===== config.mk =====
export PLATFORM = sky130hd
export DESIGN_NAME = npr_fifo
export DESIGN_NICKNAME = d
export VERILOG_FILES = /design/src/rtl/core/npr_pkg.sv /design/src/rtl/core/npr_fifo.sv
export SDC_FILE = /design/constraint.sdc
export NUM_CORES = 2
export LEC_CHECK = 0
export BUFFER_PORTS_ARGS = -buffer_cell sky130_fd_sc_hd__clkbuf_2
export CAP_MARGIN = 20
export CORE_MARGIN = 1
export CORE_UTILIZATION = 25
export DETAILED_ROUTE_END_ITERATION = 8
export GPL_ROUTABILITY_DRIVEN = 0
export HOLD_SLACK_MARGIN = 0.05
export PLACE_DENSITY_LB_ADDON = 0.05
export REMOVE_ABC_BUFFERS = 1
export SETUP_SLACK_MARGIN = 0.05
export SKIP_CTS_REPAIR_TIMING = 1
export SYNTH_ARGS = -nofsm -noshare
export SYNTH_HDL_FRONTEND = slang
export SYNTH_SLANG_ARGS = --single-unit

===== constraint.sdc =====
create_clock -name clk -period 18.6 [get_ports clk]
set_input_delay 3.72 -clock clk [delete_from_list [all_inputs] [get_ports clk]]
set_output_delay 3.72 -clock clk [all_outputs]
set_load 0.02 [all_outputs]

===== src/rtl/core/npr_pkg.sv =====
`timescale 1ns / 1ps

package npr_pkg;

  // set size and index widths
  localparam int MAX_POINTS = 65536;
  localparam int CNT_W      = $clog2(MAX_POINTS);
  localparam int IDX_W      = 16;

  // field widths
  localparam int COORD_W   = 32;
  localparam int DIR_W     = 18;
  localparam int DIST_W    = 64;
  localparam int CFG_IDX_W = 3;

  // front pipeline and queue
  localparam int FRONT_STAGES = 7;
  localparam int QDEPTH       = 16;
  localparam int QPTR_W       = $clog2(QDEPTH);

  // configuration register indexes
  typedef enum logic [CFG_IDX_W-1:0] {
    REG_ORIGIN_X = 3'd0,
    REG_ORIGIN_Y = 3'd1,
    REG_ORIGIN_Z = 3'd2,
    REG_DIR_X    = 3'd3,
    REG_DIR_Y    = 3'd4,
    REG_DIR_Z    = 3'd5
  } cfg_reg_t;

  // one point with its end-of-set flag
  typedef struct packed {
    logic signed [COORD_W-1:0] x;
    logic signed [COORD_W-1:0] y;
    logic signed [COORD_W-1:0] z;
    logic                      last;
  } point_t;

  // classified point handed from front to back
  typedef struct packed {
    point_t              pt;
    logic [DIST_W-1:0]   dist_sq;
  } qentry_t;

endpackage


===== src/rtl/core/npr_fifo.sv =====
`timescale 1ns / 1ps

module npr_fifo
  import npr_pkg::*;
(
  input  logic    clk,
  input  logic    rst_n,
  input  logic    push,
  input  qentry_t push_data,
  input  logic    pop,
  output logic    nonempty,
  output qentry_t head
);

  qentry_t           mem_r [QDEPTH];
  logic [QPTR_W-1:0] wr_ptr_r;
  logic [QPTR_W-1:0] rd_ptr_r;
  logic [QPTR_W:0]   cnt_r;

  // pointers and fill level
  always_ff @(posedge clk) begin
    if (!rst_n) begin
      wr_ptr_r <= '0;
      rd_ptr_r <= '0;
      cnt_r    <= '0;
    end else begin
      if (push) wr_ptr_r <= wr_ptr_r + 1'b1;
      if (pop)  rd_ptr_r <= rd_ptr_r + 1'b1;
      cnt_r <= cnt_r + (QPTR_W+1)'(push) - (QPTR_W+1)'(pop);
    end
  end

  // storage
  always_ff @(posedge clk) begin
    if (push) mem_r[wr_ptr_r] <= push_data;
  end

  assign nonempty = (cnt_r != '0);
  assign head     = mem_r[rd_ptr_r];

endmodule


Word level (Yosys, flattened, before mapping)
Memory sizes are Yosys's and may differ from the RTL's. A register that Yosys moved wholly into a read port is not among the register bits.
Cells that the tools add are included.
Operators by class
  reductions and logical operators: 1
  add/sub/neg operators: 4
  muxes and demuxes: 4
Operators with widths (number)
  4-bit by 1-bit adder with 4-bit output, second input constant: 2
  4-bit two-way mux: 2
  5-bit by 1-bit adder with 5-bit output: 1
  5-bit nonzero test: 1
  5-bit by 1-bit subtractor with 5-bit output: 1
  1-bit two-way mux: 2
Storage, ports and cells
  output and inout bits: 162
  memories: 1
  bits in writable memories: 2576
  bits in registers: 13
  word-level logic and storage cells: 13
Memory list
  mem_r: depth 16, bits a word 161, rd ports 1, clocked after Yosys merged registers in 1, write ports 1, RTL line npr_fifo.sv:15  | qentry_t mem_r [QDEPTH];

Depth between registers and ports, before layout
  depth in word-level cells: 3
  depth in mapped cells: 9
  mapped depth without buffers: 9

Least setup slack after synthesis
Ideal clock, no wire load.
  path type: in2reg
  from: in push
  to: mem mem_r[0][0] in the netlist's numbering, enable pin
  data required time: 18.060 ns
  buffers on the path: 1
  setup time: 0.540 ns
  setup slack: 10.083 ns
  arrival time: 7.977 ns
  cell stages on the path: 3
  path through: clkbuf_1 -> nor3b_1 -> and2_1
Between the ends
  cells in the longest elaborated chain, start to end: 2
Ends and longest elaborated chain
  start: declaration: RTL line npr_fifo.sv:8  | input logic push,
  1-bit two-way mux: RTL line npr_fifo.sv:35  | if (push) mem_r[wr_ptr_r] <= push_data;
  1-bit two-way mux (not written as such): RTL line npr_fifo.sv:35
  end: declaration: RTL line npr_fifo.sv:15
Every way passes these cells.

==> flow_summary.ini <==
[sta]
setup_slack_ps = 9630
finClkSkew_ps = 32.3
hold_viol = 0
clock.fmax_mhz = 111
finalSetupTns_ps = 0
rsz0062_at_grt = no
post-route-period-util_pct = 48.2
period_needed_ps = 8970
relSlewSlack_pct = 27.5
tightest_slew_ps = 1090
slew_viol_final = 0
holdWs_ps = 572
setup_violations = 0

[min_path]
hold_class = reg -> reg

[placement]
numPortBuffers = 326
hpwl_mm = 147
pre_cts_ws_ps = 10210
placed_area_mm2 = 0.105

[route]
drc_errors = 0
drtIter0Drc = 3255
vias = 44580
vias_per_cell = 4.47
wl_per_cell_um = 29.9
postRouteWirelength_mm = 298
drtAntennaViolNets = 0
drtPass1Iterations = 7

[power_and_ir_drop]
swShare_pct = 23.1
p_leak_nw = 34.8
power_switching_mw = 3.07
clkPwrFrac_pct = 43.8
power_frac_comb_pct = 7.0
intPower_mw = 10.2
ir_drop_uv = 69.4
p_seq_share_pct = 49.2
p_per_area_mw_per_mm2 = 116

[final_layout]
fillers = 37307
multiInputGateArea_mm2 = 0.0181
regArea_mm2 = 0.0777
fin_nets = 4733
final_layout_size_suffix_gt1_share_pct = 31.4
area_growth_pct = 18.3
stdcell_area_mm2 = 0.114

[global_route]
grt_pass1_vias = 48716
grt_antenna_before_repair = 63
grt_max_degree = 115
track_usage_pct = 15.1
grt_pass1_wl_mm = 411
grt-ovfl-total = 0

[yosys]
synth_area_leaders = edfxtp_1, mux4_2, a22oi_1
synth_common_cells = edfxtp_1, mux4_2, a22oi_1
synth-edff-count = 2576
synth_ff_type = edfxtp_1
synth_top_area_share_pct = 79.9
yosysUniqueCellTypes = 31
ys_ff_latch = 2593
synth_top_cell_by_area = edfxtp_1
netlist_area_mm2 = 0.0968
syn_inst = 4031
avgSynthCellArea_um2 = 24.0
ys_warn_count = 0
synth-seq-area-share_pct = 80.3
async_flop_share_pct = 0
yosysMostFrequentCell = edfxtp_1

[worst_setup_path]
critical-path-top-delay-family = buffers and inverters
cp-start-kind = flop
critPathCaptureType = output pin
critPathMaxFanout = 73
path_cells = buf_12 -> buf_12 -> buf_4 -> mux4_2 -> a22oi_1 -> nand2_1 -> clkbuf_2
arrival_ps = 5250
path_buf_inv = 4
path_class = reg -> out
cpPeakStageDelay_ps = 880
crit_top_cell = buf_12
required_ps = 14880
worst_path_max_delay_cell = buf_4

[clock_network]
clockBufferDepth = 4
cts_buffers = 311
clock_latency_ps = 910
clk_pin_slew_ps = 50
cts_tree = yes
htreeDepth = 5
cts.sinks = 2593
ctsRootBufferMaster = clkbuf_16

[floorplan]
core_area_mm2 = 0.385
die_w_um = 624
ios = 327
start_util_pct = 25.1
rows = 228
die-area_mm2 = 0.390
die_y_um = 624

[job]
drv_cap = 0

[run_status]
status = finished clean
==> power groups by stage <==
stage	Clock [mW]	Combinational, mW	Sequential, mW
finish	5.81	0.934	6.53
floorplan	0	0.903	6.74
global route	6.20	1.02	6.54
global placement	0	0.978	6.66
detailed placement	0	0.976	6.66
CTS	6.03	0.977	6.53
==> flip-flops by register name (all words and copies together), names as in the netlist, named ones only <==
signal / flops
rd_ptr_r: 4
wr_ptr_r: 4
cnt_r: 5
mem_r: 2576
==> path summary, 6_finish.rpt <==
kind | from | to | slack, ps | cells after the start
max reg2reg | wr_ptr_r[0] | mem_r[9][81] | 14010 | 6
min reg2reg | wr_ptr_r[1] | wr_ptr_r[1] | 570 | 2
max | flop | head[53] | 9630 | 7
min | wr_ptr_r[1] | wr_ptr_r[1] | 570 | 2
==> through the flow <==
step / total power [mW] / cells / util, %
4_1_cts: 13.5 / 9971 / 29.7
3_3_place_gp: 7.63 / 9417 / 27.2
3_5_place_dp: 7.63 / 9418 / 27.2
5_1_grt: 13.8 / 9973 / 29.7
6_report: 13.3 / 9981 / 29.7
2_1_floorplan: 7.64 / 3816 / -
==> worst min-delay path, delay by kind of cell, from the launching register on <==
| family | cells | cell delay (ps) |
|---|---|---|
| muxes | 1 | 130 |
| and+or+nand+nor | 1 | 50 |
| DFF | 1 | 340 |
==> final cells by class <==
| cell class | count | share of cell area (%) |
|---|---|---|
| antenna | 10 | 0.0219 |
| tap | 5175 | 5.66 |
| timing repair buffer | 427 | 2.26 |
| inverter | 8 | 0.0262 |
| clock inverter | 169 | 1.18 |
| sequential | 2593 | 67.9 |
| multi-input combinational | 1215 | 15.8 |
| clock buffer | 384 | 7.15 |
==> placed cells by master (no fill, tap or decap), types with 4 or more instances in the layout <==
master	instances
inv_1	8
mux4_2	644
o22ai_1	136
clkbuf_16	317
a22oi_1	186
nand2_1	97
xor2_1	4
and2_1	12
xnor2_1	5
diode_2	10
clkinv_1	80
bufinv_16	16
dfxtp_1	14
nor2_1	72
clkinvlp_4	6
buf_4	85
and2_4	17
inv_6	9
clkbuf_2	326
nor2b_1	4
clkinv_2	45
clkbuf_1	67
ha_1	11
edfxtp_1	2576
clkinv_8	7
buf_12	16
==> cell families (layout without fill, tap and decap cells) <==
family | after synthesis | after routing | synth area share, %
flip-flops | 2593 | 2593 | 80.3
multiplexers | 646 | 646 | 15.0
AO/OA/AOI/OAI | 326 | 326 | 2.35
buffers and inverters | 223 | 988 | 1.11
AND/OR/NAND/NOR | 222 | 222 | 0.996
adder cells (fa/ha/maj) | 12 | 12 | 0.163
XOR/XNOR | 9 | 9 | 0.0815
other | 0 | 10 | 0
==> per-layer routing <==
layer	part of all wire, %	vias to the layer above	track usage, %
li1	-	18486	-
met1	45	24683	20.4
met2	48	892	25.1
met3	4.4	485	2.63
met4	2.3	34	3.67
met5	0.069	-	0
Note: power is estimated with default switching activity, not from simulation.
