File: src/rtl/core/npr_pkg.sv
`timescale 1ns / 1ps

package npr_pkg;

  // set size and index widths
  localparam int MAX_POINTS = 65536;
  localparam int CNT_W      = $clog2(MAX_POINTS);
  localparam int IDX_W      = 16;

  // field widths
  localparam int COORD_W   = 32;
  localparam int DIR_W     = 18;
  localparam int DIST_W    = 64;
  localparam int CFG_IDX_W = 3;

  // front pipeline and queue
  localparam int FRONT_STAGES = 7;
  localparam int QDEPTH       = 16;
  localparam int QPTR_W       = $clog2(QDEPTH);

  // configuration register indexes
  typedef enum logic [CFG_IDX_W-1:0] {
    REG_ORIGIN_X = 3'd0,
    REG_ORIGIN_Y = 3'd1,
    REG_ORIGIN_Z = 3'd2,
    REG_DIR_X    = 3'd3,
    REG_DIR_Y    = 3'd4,
    REG_DIR_Z    = 3'd5
  } cfg_reg_t;

  // one point with its end-of-set flag
  typedef struct packed {
    logic signed [COORD_W-1:0] x;
    logic signed [COORD_W-1:0] y;
    logic signed [COORD_W-1:0] z;
    logic                      last;
  } point_t;

  // classified point handed from front to back
  typedef struct packed {
    point_t              pt;
    logic [DIST_W-1:0]   dist_sq;
  } qentry_t;

endpackage

File: src/rtl/core/npr_back.sv
`timescale 1ns / 1ps

module npr_back
  import npr_pkg::*;
(
  input  logic                      clk,
  input  logic                      rst_n,
  input  logic                      q_nonempty,
  input  qentry_t                   q_head,
  output logic                      q_pop,
  output logic                      out_valid,
  input  logic                      out_ready,
  output logic [IDX_W-1:0]          out_best_index,
  output logic signed [COORD_W-1:0] out_best_x,
  output logic signed [COORD_W-1:0] out_best_y,
  output logic signed [COORD_W-1:0] out_best_z,
  output logic [DIST_W-1:0]         out_best_dist_sq
);

  // running minimum of the current set
  logic [CNT_W-1:0]  count_r;
  logic [DIST_W-1:0] min_d_r;
  logic [CNT_W-1:0]  min_idx_r;
  point_t            min_pt_r;

  // result register
  logic              out_valid_r;
  logic [CNT_W-1:0]  res_idx_r;
  point_t            res_pt_r;
  logic [DIST_W-1:0] res_d_r;

  logic              take;
  logic [DIST_W-1:0] new_d;
  logic [CNT_W-1:0]  new_idx;
  point_t            new_pt;

  // a last point needs the result register free
  assign q_pop = q_nonempty && (!q_head.pt.last || !out_valid_r || out_ready);

  // first point always wins, later ones only when strictly nearer
  always_comb begin
    take    = (count_r == '0) || (q_head.dist_sq < min_d_r);
    new_d   = take ? q_head.dist_sq : min_d_r;
    new_idx = take ? count_r : min_idx_r;
    new_pt  = take ? q_head.pt : min_pt_r;
  end

  always_ff @(posedge clk) begin
    if (!rst_n) begin
      count_r   <= '0;
      min_d_r   <= '1;
      min_idx_r <= '0;
      min_pt_r  <= '0;
    end else if (q_pop) begin
      if (q_head.pt.last) begin
        count_r   <= '0;
        min_d_r   <= '1;
        min_idx_r <= '0;
        min_pt_r  <= '0;
      end else begin
        min_d_r   <= new_d;
        min_idx_r <= new_idx;
        min_pt_r  <= new_pt;
        if (count_r != CNT_W'(MAX_POINTS - 1)) count_r <= count_r + 1'b1;
      end
    end
  end

  // result beat
  always_ff @(posedge clk) begin
    if (!rst_n) begin
      out_valid_r <= 1'b0;
    end else if (q_pop && q_head.pt.last) begin
      out_valid_r <= 1'b1;
    end else if (out_ready) begin
      out_valid_r <= 1'b0;
    end
  end

  always_ff @(posedge clk) begin
    if (q_pop && q_head.pt.last) begin
      res_idx_r <= new_idx;
      res_pt_r  <= new_pt;
      res_d_r   <= new_d;
    end
  end

  logic [CNT_W+IDX_W-1:0] idx_ext;

  assign idx_ext          = {{IDX_W{1'b0}}, res_idx_r};
  assign out_valid        = out_valid_r;
  assign out_best_index   = idx_ext[IDX_W-1:0];
  assign out_best_x       = res_pt_r.x;
  assign out_best_y       = res_pt_r.y;
  assign out_best_z       = res_pt_r.z;
  assign out_best_dist_sq = res_d_r;

endmodule

File: config.mk
export PLATFORM = sky130hd
export DESIGN_NAME = npr_back
export DESIGN_NICKNAME = d
export VERILOG_FILES = /design/src/rtl/core/npr_pkg.sv /design/src/rtl/core/npr_back.sv
export SDC_FILE = /design/constraint.sdc
export NUM_CORES = 1
export LEC_CHECK = 0
export BUFFER_PORTS_ARGS = -buffer_cell sky130_fd_sc_hd__buf_4
export CORE_UTILIZATION = 40
export CTS_CLUSTER_DIAMETER = 50
export DETAILED_ROUTE_END_ITERATION = 12
export GPL_TIMING_DRIVEN = 1
export SLEW_MARGIN = 20
export SYNTH_ARGS = -nofsm -noshare
export SYNTH_HDL_FRONTEND = slang
export SYNTH_SLANG_ARGS = --single-unit
File: constraint.sdc
create_clock -name clk -period 16.4 [get_ports clk]
set_input_delay 2.46 -clock clk [delete_from_list [all_inputs] [get_ports clk]]
set_output_delay 2.46 -clock clk [all_outputs]
set_load 0.05 [all_outputs]
; ---- Word level (Yosys, flattened, before mapping)
; Cells that the tools add are included.
[word_totals]
ff_bits = 369
out_inout_bits = 178
[op_classes]
add_sub_neg = 1
magnitude_cmp = 1
eq_ne = 1
n_mux = 10
n_reduce_logical = 11
[op_table]
columns = operator, count
row1 = 2-to-1 mux 97 bit, 2
row2 = 2-to-1 mux 64 bit, 2
row3 = < comparator 64 bit, 1
row4 = 2-to-1 mux 16 bit, 4
row5 = adder 16 x 1 -> 16 bit (second input constant), 1
row6 = logical NOT 16 bit, 1
row7 = inequality test 16 bit (second input constant), 1
row8 = nonzero test 2 bit, 2
row9 = logical OR 1 bit, 3
row10 = logical AND 1 bit, 2
row11 = logical NOT 1 bit, 2
row12 = 2-to-1 mux 1 bit, 2
row13 = AND reduction 2 bit, 1

; ---- Longest topological paths before layout
; Gate-level depths: netlist (run 1).
[logic_depth]
depth_word = 6
ltp_mapped = 13

; ---- Least setup slack after synthesis (run 1)
; Ideal clock, no wire load.
[synth_timing]
path_kind = input-to-reg
startpoint = input out_ready
endpoint = register res_d_r[0] (netlist: out_best_dist_sq[0]) (enable)
arrival_ns = 6.510
required_ns = 15.872
path_slack_ns = 9.362
path_stages = 4
path_cell_list = nor2b_1 a21boi_1 nand2_1 inv_1
[synth_between]
elab_chain_cells = 3
[synth_lines]
columns = item, line
row1 = "start, declared", npr_back.sv:12  ; input logic out_ready,
row2 = logical OR 1 bit, npr_back.sv:38  ; assign q_pop = q_nonempty && (!q_head.pt.last || !out_valid_r || out_ready);
row3 = logical AND 1 bit, npr_back.sv:38
row4 = logical AND 1 bit, npr_back.sv:81  ; if (q_pop && q_head.pt.last) begin
row5 = "end signal, assigned", npr_back.sv:84  ; res_d_r <= new_d;
row6 = "end, declared", npr_back.sv:30  ; logic [DIST_W-1:0] res_d_r;
; No other way between the ends.
; A chain may end at the register's enable or synchronous reset.

; ---- Worst setup path after layout (run 1)
[layout_timing]
startpoint = input q_head[55] (netlist bit)
endpoint = register res_d_r[13] (netlist: out_best_dist_sq[13]) (data pin)
[layout_between]
elab_chain_cells = 3
[layout_lines]
columns = item, line
row1 = "start, declared", npr_back.sv:9  ; input qentry_t q_head,
row2 = < comparator 64 bit, npr_back.sv:42  ; take = (count_r == '0) || (q_head.dist_sq < min_d_r);
row3 = logical OR 1 bit, npr_back.sv:42
row4 = 2-to-1 mux 64 bit, npr_back.sv:43  ; new_d = take ? q_head.dist_sq : min_d_r;
row5 = net new_d[13], npr_back.sv:33  ; logic [DIST_W-1:0] new_d;
; The timed path passes the listed nets, and every way through them passes these cells.

==> impl_metrics.csv, run 1 <==
group,metric,value,unit
worst_hold_path,worst_hold_path.endpoint,"min_idx_r[11]",
setup_path,timing.reg2reg.worst_path_depth,11,
placement,port_buffers,342,
grt,grt_pass1_vias,10500,
synth,multiplexer_fraction_of_the_synthesized_cell_area,12.5,%
synth,ys_seq_elements,369,
clock_tree,clock_latency,0.56,ns
synth,synthesis.yosys.warnings,0,
floorplan,std_cell_rows,72,
sta,setup_ws,10.08,ns
synth,yosys.area_share.xor_xnor,0.557,%
sta,final.period_utilization,38.5,%
clock_tree,tritoncts.num_buffers,43,
sta,period_needed,6.32,ns
grt,maximum_number_of_pins_on_one_net_before_global_route_repair,124,
power_and_ir_drop,p_comb_share,12.3,%
placement,placed_cells,2030,
synth,async_flop_share,0,%
power_and_ir_drop,reported_net_switching_power,0.000567,W
grt,antenna_found_initial,5,
clock_tree,postCtsHoldBufs,0,
synth,yosysSeqAreaShare,58.2,%
clock_tree,ctsHtreeMaxLevel,2,
synth,synth_top_area_share,33.6,%
setup_path,critPathKind,"input pin to register",
sta,final-setup-viol-count,0,
sta,worst_slew_pin_slew,1.06,ns
sta,hold_ws,0.474,ns
clock_tree,max-clock-path-buffers,3,
power_and_ir_drop,leakage,8.61,nW
setup_path,crit_path_cell_trace,"buf_4 > ha_1 > nand4_1 > nor4_1 > nand2_1 > nor3_1 > a211oi_1 > a31oi_4 > buf_4 > buf_4 > mux2_2",
floorplan,chipHeight,200,µm
synth,mappedNetlistArea,15700,µm²
finish,areaGrowthSynthToFinish,27.5,%
synth,syn-mean-instance-area,12.7,µm²
sta,fin_worst_skew,0.0191,ns
synth,synthTopCellsByArea,"sky130_fd_sc_hd__edfxtp_1 34%, sky130_fd_sc_hd__dfxtp_1 25%, sky130_fd_sc_hd__mux2_2 12%",
setup_path,r2r_start,"min_d_r[55]",
setup_path,critPathSlowestCell,"sky130_fd_sc_hd__nor4_1",
routing,detail_route.wl_per_cell,17.9,µm
synth,dominantRegCellSynth,"sky130_fd_sc_hd__dfxtp_1",
clock_tree,post_cts.resized_instances,0,
grt,grt_first_pass_wirelength,58800,µm
sta,finalHoldViolations,0,
synth,post_synth_inst_count,1238,
routing,ant_nets,0,
sta,max_fclk,0.158,GHz
grt,global_route.overflow_total,0,
floorplan,design.die.area,40100,µm²
worst_hold_path,worstHoldPathType,"register to register",
clock_tree,tritoncts,"built",
routing,viasPerCell,5.09,
placement,finalWeightedCongestion,0.752,
setup_path,timing.critical_path.mode_cell,"sky130_fd_sc_hd__buf_4",
floorplan,floorplan.core_area,38700,µm²
clock_tree,cts-root-buf,"sky130_fd_sc_hd__clkbuf_16",
sta,relSlewSlack,28.7,%
placement,post_detailed_placement_half_perimeter_wirelength,24000,µm
grt,grt_use_total,18.3,%
synth,simple_logic_cell_fraction_of_the_synthesized_area,6.43,%
power_and_ir_drop,power,0.00226,W
setup_path,worstReg2RegEnd,"out_best_dist_sq[13]",
clock_tree,clock_sink_count,369,
synth,synth.largest_area_cell,"sky130_fd_sc_hd__edfxtp_1",
power_and_ir_drop,total_power_per_unit_cell_area,113,nW/µm²
sta,totalNegativeSetupSlack,0,ns
clock_tree,cts.reportedPaths.clkPinSlew,0.06,ns
floorplan,io-pin-count,343,
routing,via_count,10700,
clock_tree,postCtsSetupRepairBufs,0,
job,maxCapViolations,0,
synth,mappedNetlistNets,1468,
synth,synth_top_family_by_area,"compound AO/OA/AOI/OAI gates",
power_and_ir_drop,internal_power,0.00170,W
finish,final_net_count,1788,
sta,rsz_0062_raised_after_global_routing,"no",
worst_hold_path,hold_depth,1,
routing,detail_route.first_pass.iterations,5,
synth,synth_edf_count,176,
setup_path,timing.critical_path.to_type,"register",
finish,finish.cell_count_without_fillers,2112,
power_and_ir_drop,power.switching_fraction,25.1,%
synth,library_cells_used_by_synthesis,46,
setup_path,critPathArrivalTime,6.61,ns
worst_hold_path,worst_hold_startpoint,"min_idx_r[11]",
status,status,"finished clean",
setup_path,critPathMaxStageDelay,0.92,ns
placement,dp_slack,9.42,ns
finish,drive_gt1_share,37.8,%
power_and_ir_drop,proportion_of_power_drawn_by_the_clock_network,42.0,%
setup_path,worst-r2r-setup-slack,11.73,ns
routing,drcViolationCount,0,
floorplan,die_outline_width,200,µm
routing,route.final.wire_length,37800,µm
setup_path,worstPathMaxFanout,86,
synth,synth_compound_area_share,12.5,%
setup_path,timing.critical_path.required,16.70,ns
sta,report.final.slew_viol_count,0,
setup_path,critPathLaunch,"q_head[55]",
floorplan,effective_utilization_at_floorplan,40.6,%
power_and_ir_drop,pwr-share-seq,45.7,%
power_and_ir_drop,worst_ir_drop_vdd,0.0941,mV
synth,synthAdderAreaFrac,5.18,%
routing,drtIter0Drc,608,
setup_path,startpoint_kind_of_the_worst_setup_timing_path,"input pin",
## synthesized netlist by cell type, types with 4 or more instances
master / count
sky130_fd_sc_hd__mux2_2: 174
sky130_fd_sc_hd__buf_6: 16
sky130_fd_sc_hd__and4_1: 4
sky130_fd_sc_hd__a211o_1: 65
sky130_fd_sc_hd__nand4_1: 13
sky130_fd_sc_hd__clkbuf_1: 22
sky130_fd_sc_hd__nand3_1: 14
sky130_fd_sc_hd__dfxtp_1: 193
sky130_fd_sc_hd__inv_1: 67
sky130_fd_sc_hd__a21oi_1: 30
sky130_fd_sc_hd__or3_1: 5
sky130_fd_sc_hd__nor4_1: 4
sky130_fd_sc_hd__edfxtp_1: 176
sky130_fd_sc_hd__o21ai_0: 13
sky130_fd_sc_hd__a22o_1: 112
sky130_fd_sc_hd__xor2_1: 9
sky130_fd_sc_hd__buf_4: 8
sky130_fd_sc_hd__buf_2: 28
sky130_fd_sc_hd__nor2_1: 81
sky130_fd_sc_hd__ha_1: 65
sky130_fd_sc_hd__o21a_1: 5
sky130_fd_sc_hd__nand2_1: 96
## critical path, delay by kind of cell
family,cells,cell delay [ns]
buffers and inverters,3,1.58
and+or+nand+nor,4,1.41
muxes,1,0.42
AOI/OAI and AO/OA,2,0.33
adders and majority gates,1,0.31
## how the worst max path moves through the flow
stage                            to  slack, ns
6_report       out_best_dist_sq[13]      10.08
5_1_grt              out_best_x[21]       9.81
4_1_cts        out_best_dist_sq[31]      10.01
3_5_place_dp   out_best_dist_sq[31]       9.42
3_3_place_gp           min_pt_r[78]       9.43
2_1_floorplan   out_best_dist_sq[0]       9.36
## layer usage
| layer | share of wire [%] | global-route usage (%) | vias to the layer above |
|---|---|---|---|
| li1 | - | - | 5226 |
| met1 | 44 | 24.1 | 5163 |
| met2 | 45 | 28.1 | 296 |
| met3 | 8.5 | 6.56 | 55 |
| met4 | 2.0 | 5.88 | 6 |
| met5 | 0.13 | 0 | - |
## layout by cell type, fill, tap and decap left out, types with 2 or more instances in the layout
| master | synthesis | final |
|---|---|---|
| sky130_fd_sc_hd__buf_4 | 8 | 351 |
| sky130_fd_sc_hd__dfxtp_1 | 193 | 193 |
| sky130_fd_sc_hd__edfxtp_1 | 176 | 176 |
| sky130_fd_sc_hd__mux2_2 | 174 | 174 |
| sky130_fd_sc_hd__a22o_1 | 112 | 112 |
| sky130_fd_sc_hd__nand2_1 | 96 | 95 |
| sky130_fd_sc_hd__nor2_1 | 81 | 81 |
| sky130_fd_sc_hd__inv_1 | 67 | 66 |
| sky130_fd_sc_hd__a211o_1 | 65 | 65 |
| sky130_fd_sc_hd__ha_1 | 65 | 65 |
| sky130_fd_sc_hd__clkbuf_16 | 0 | 44 |
| sky130_fd_sc_hd__a21oi_1 | 30 | 30 |
| sky130_fd_sc_hd__nand3_1 | 14 | 14 |
| sky130_fd_sc_hd__nand4_1 | 13 | 13 |
| sky130_fd_sc_hd__o21ai_0 | 13 | 13 |
| sky130_fd_sc_hd__clkbuf_1 | 22 | 11 |
| sky130_fd_sc_hd__clkbuf_8 | 0 | 10 |
| sky130_fd_sc_hd__xor2_1 | 9 | 9 |
| sky130_fd_sc_hd__clkinv_2 | 0 | 6 |
| sky130_fd_sc_hd__o21a_1 | 5 | 5 |
| sky130_fd_sc_hd__or3_1 | 5 | 5 |
| sky130_fd_sc_hd__nor4_1 | 4 | 4 |
| sky130_fd_sc_hd__and4_1 | 4 | 4 |
| sky130_fd_sc_hd__a221oi_1 | 3 | 3 |
| sky130_fd_sc_hd__nand2b_1 | 3 | 3 |
| sky130_fd_sc_hd__nor3_1 | 3 | 3 |
| sky130_fd_sc_hd__and3_1 | 3 | 3 |
| sky130_fd_sc_hd__diode_2 | 0 | 2 |
| sky130_fd_sc_hd__inv_8 | 0 | 2 |
| sky130_fd_sc_hd__a21o_1 | 2 | 2 |
| sky130_fd_sc_hd__o21bai_1 | 2 | 2 |
| sky130_fd_sc_hd__a211oi_1 | 2 | 2 |
| sky130_fd_sc_hd__bufinv_16 | 0 | 2 |
## per-stage QoR
stage / utilization [%] / area, µm²
after detailed placement: 47.9 / 18600
after floorplan: - / 15700
after global placement: 47.9 / 18600
after global routing: 51.7 / 20000
final: 51.7 / 20000
after CTS: 51.6 / 20000
## state kept, by name (all words and copies together) (netlist names), 32 cells and up
name              flops
min_d_r              64
min_pt_r             96
out_best_dist_sq     64
out_best_x           32
out_best_y           32
out_best_z           32
## power groups by stage
stage / Combinational, W / Clock [W] / Sequential, W
2_1_floorplan: 0.000114 / 0 / 0.00112
5_1_grt: 0.000301 / 0.00101 / 0.00104
4_1_cts: 0.000282 / 0.000977 / 0.00103
3_3_place_gp: 0.000277 / 0 / 0.00105
3_5_place_dp: 0.000281 / 0 / 0.00105
6_report: 0.000279 / 0.000950 / 0.00103
## area by class of cell
cell class / count / area [µm²]
multi-input cells: 725 / 5880
clock buffers: 65 / 1280
flip-flops and latches: 369 / 9150
well taps: 518 / 648
repair buffers: 352 / 2660
diodes: 2 / 5.00
fillers: 3430 / 18700
inverters: 67 / 259
clock inverters: 14 / 149
## logic make-up (layout without fill, tap and decap cells)
| family | Yosys count | after routing |
|---|---|---|
| and+or+nand+nor | 232 | 232 |
| DFF | 369 | 369 |
| AOI/OAI and AO/OA | 244 | 244 |
| adders and majority gates | 65 | 65 |
| buffers and inverters | 144 | 498 |
| xor gates and xnor gates | 10 | 10 |
| muxes | 174 | 174 |
| other | 0 | 2 |
(Power assumes the default switching activity.)
==> run 2: changes to the inputs <==
Clock period 16.4 ns to 5.6 ns, I/O delays scaled along.
==> impl_metrics.csv, run 2 (synthesis results as in run 1) <==
group,metric,value,unit
sta,max_fclk,0.273,GHz
routing,route.final.wire_length,37800,µm
sta,totalNegativeSetupSlack,0,ns
grt,antenna_found_initial,2,
power_and_ir_drop,total_power_per_unit_cell_area,337,nW/µm²
floorplan,design.die.area,40100,µm²
grt,grt_use_total,18.4,%
sta,fin_worst_skew,0.0261,ns
routing,ant_nets,0,
placement,port_buffers,342,
sta,finalHoldViolations,0,
floorplan,die_outline_width,200,µm
floorplan,chipHeight,200,µm
floorplan,effective_utilization_at_floorplan,40.6,%
finish,antenna_cells,0,
placement,finalWeightedCongestion,0.758,
clock_tree,clock_sink_count,369,
floorplan,std_cell_rows,72,
grt,global_route.overflow_total,0,
power_and_ir_drop,leakage,8.67,nW
grt,grt_use_met2,28.3,%
routing,drcViolationCount,0,
finish,finish.cell_count_without_fillers,2115,
setup_path,timing.critical_path.required,5.90,ns
finish,final_cell_mix,"349 x sky130_fd_sc_hd__buf_4, 193 x sky130_fd_sc_hd__dfxtp_1, 176 x sky130_fd_sc_hd__edfxtp_1",
clock_tree,tritoncts,"built",
finish,largest_register_ff_count,96,
power_and_ir_drop,power,0.00680,W
grt,globalRouteMet3Util,6.48,%
setup_path,worst-r2r-setup-slack,1.95,ns
floorplan,floorplan.core_area,38700,µm²
routing,viasPerCell,5.07,
finish,drive_gt1_share,37.8,%
clock_tree,postCtsSetupRepairBufs,0,
setup_path,critPathArrivalTime,3.97,ns
finish,layout_commonest_cell,"sky130_fd_sc_hd__buf_4",
clock_tree,postCtsHoldBufs,0,
routing,drtIter0Drc,511,
setup_path,timing.critical_path.to_type,"register",
finish,final_net_count,1792,
placement,placed_cells,2032,
finish,areaGrowthSynthToFinish,28.3,%
routing,detail_route.first_pass.iterations,5,
clock_tree,cts-root-buf,"sky130_fd_sc_hd__clkbuf_16",
finish,largest_register,"min_pt_r",
clock_tree,clock_latency,0.57,ns
clock_tree,tritoncts.num_buffers,46,
status,status,"finished clean",
placement,post_detailed_placement_half_perimeter_wirelength,23700,µm
sta,final-setup-viol-count,0,
sta,period_needed,3.66,ns
grt,globalRoute.busiestLayer,"met2",
clock_tree,max-clock-path-buffers,3,
clock_tree,post_cts.resized_instances,0,
setup_path,critPathKind,"input pin to register",
sta,report.final.slew_viol_count,0,
sta,relSlewSlack,28.9,%
setup_path,worstPathMaxFanout,76,
grt,grt_first_pass_wirelength,58800,µm
setup_path,timing.reg2reg.worst_path_depth,11,
clock_tree,cts.reportedPaths.clkPinSlew,0.05,ns
grt,grt_pass1_vias,10500,
sta,worst_slew_pin_slew,1.06,ns
grt,globalRouteMet1Util,24.1,%
grt,maximum_number_of_pins_on_one_net_before_global_route_repair,118,
job,maxCapViolations,0,
sta,final.period_utilization,65.4,%
worst_hold_path,hold_depth,1,
power_and_ir_drop,worst_ir_drop_vdd,0.200,mV
routing,detail_route.wl_per_cell,17.9,µm
floorplan,io-pin-count,343,
routing,via_count,10700,
setup_path,startpoint_kind_of_the_worst_setup_timing_path,"input pin",
sta,rsz_0062_raised_after_global_routing,"no",
clock_tree,ctsHtreeMaxLevel,2,
finish,fillers,3378,
worst_hold_path,worstHoldPathType,"register to register",
run 2: area by class of cell:
| type | count | area, µm² | area share [%] |
|---|---|---|---|
| Clock buffer | 63 | 1260 | 6.23 |
| Multi-Input combinational cell | 725 | 5880 | 29.2 |
| Timing Repair Buffer | 353 | 2700 | 13.4 |
| Tap cell | 518 | 648 | 3.22 |
| Clock inverter | 20 | 262 | 1.30 |
| Inverter | 67 | 259 | 1.28 |
| Sequential cell | 369 | 9150 | 45.4 |
run 2: worst paths after layout:
path / startpoint / end
max: q_head[55] / out_best_dist_sq[53]
min: min_pt_r[84] / min_pt_r[84]
max reg2reg: min_d_r[55] / out_best_dist_sq[53]
min reg2reg: min_pt_r[84] / min_pt_r[84]
run 2: where the power goes:
| part | total (W) | internal (W) | switching (W) |
|---|---|---|---|
| Clock | 0.00295 | 0.00181 | 0.00114 |
| Combinational | 0.000818 | 0.000322 | 0.000496 |
| Sequential | 0.00303 | 0.00297 | 0.0000582 |
run 2: per-layer routing:
metal,share of wire [%],vias to the layer above
met5,0.090,-
li1,-,5230
met4,2.2,4
met2,45,321
met3,8.5,56
met1,45,5103
run 2: worst max-delay path, cell delays in order:
cell                       delay [ns]
sky130_fd_sc_hd__buf_4           0.12
sky130_fd_sc_hd__ha_1            0.31
sky130_fd_sc_hd__nand4_1         0.16
sky130_fd_sc_hd__nor4_1          0.39
sky130_fd_sc_hd__buf_4           0.20
sky130_fd_sc_hd__nand2_1         0.06
sky130_fd_sc_hd__nor3_1          0.18
sky130_fd_sc_hd__a211oi_1        0.14
sky130_fd_sc_hd__a31oi_4         0.35
sky130_fd_sc_hd__buf_4           0.77
sky130_fd_sc_hd__mux2_2          0.41
run 2: stage by stage:
stage	instance area [µm²]	hold WS (ns)	worst slack [ns]	util [%]
3_3_place_gp	18600	0.455	1.37	48.1
5_1_grt	20200	0.458	1.68	52.0
4_1_cts	20200	0.443	1.91	52.0
6_report	20200	0.472	1.94	52.0
2_1_floorplan	15700	0.443	0.182	-
3_5_place_dp	18600	0.457	1.34	48.1
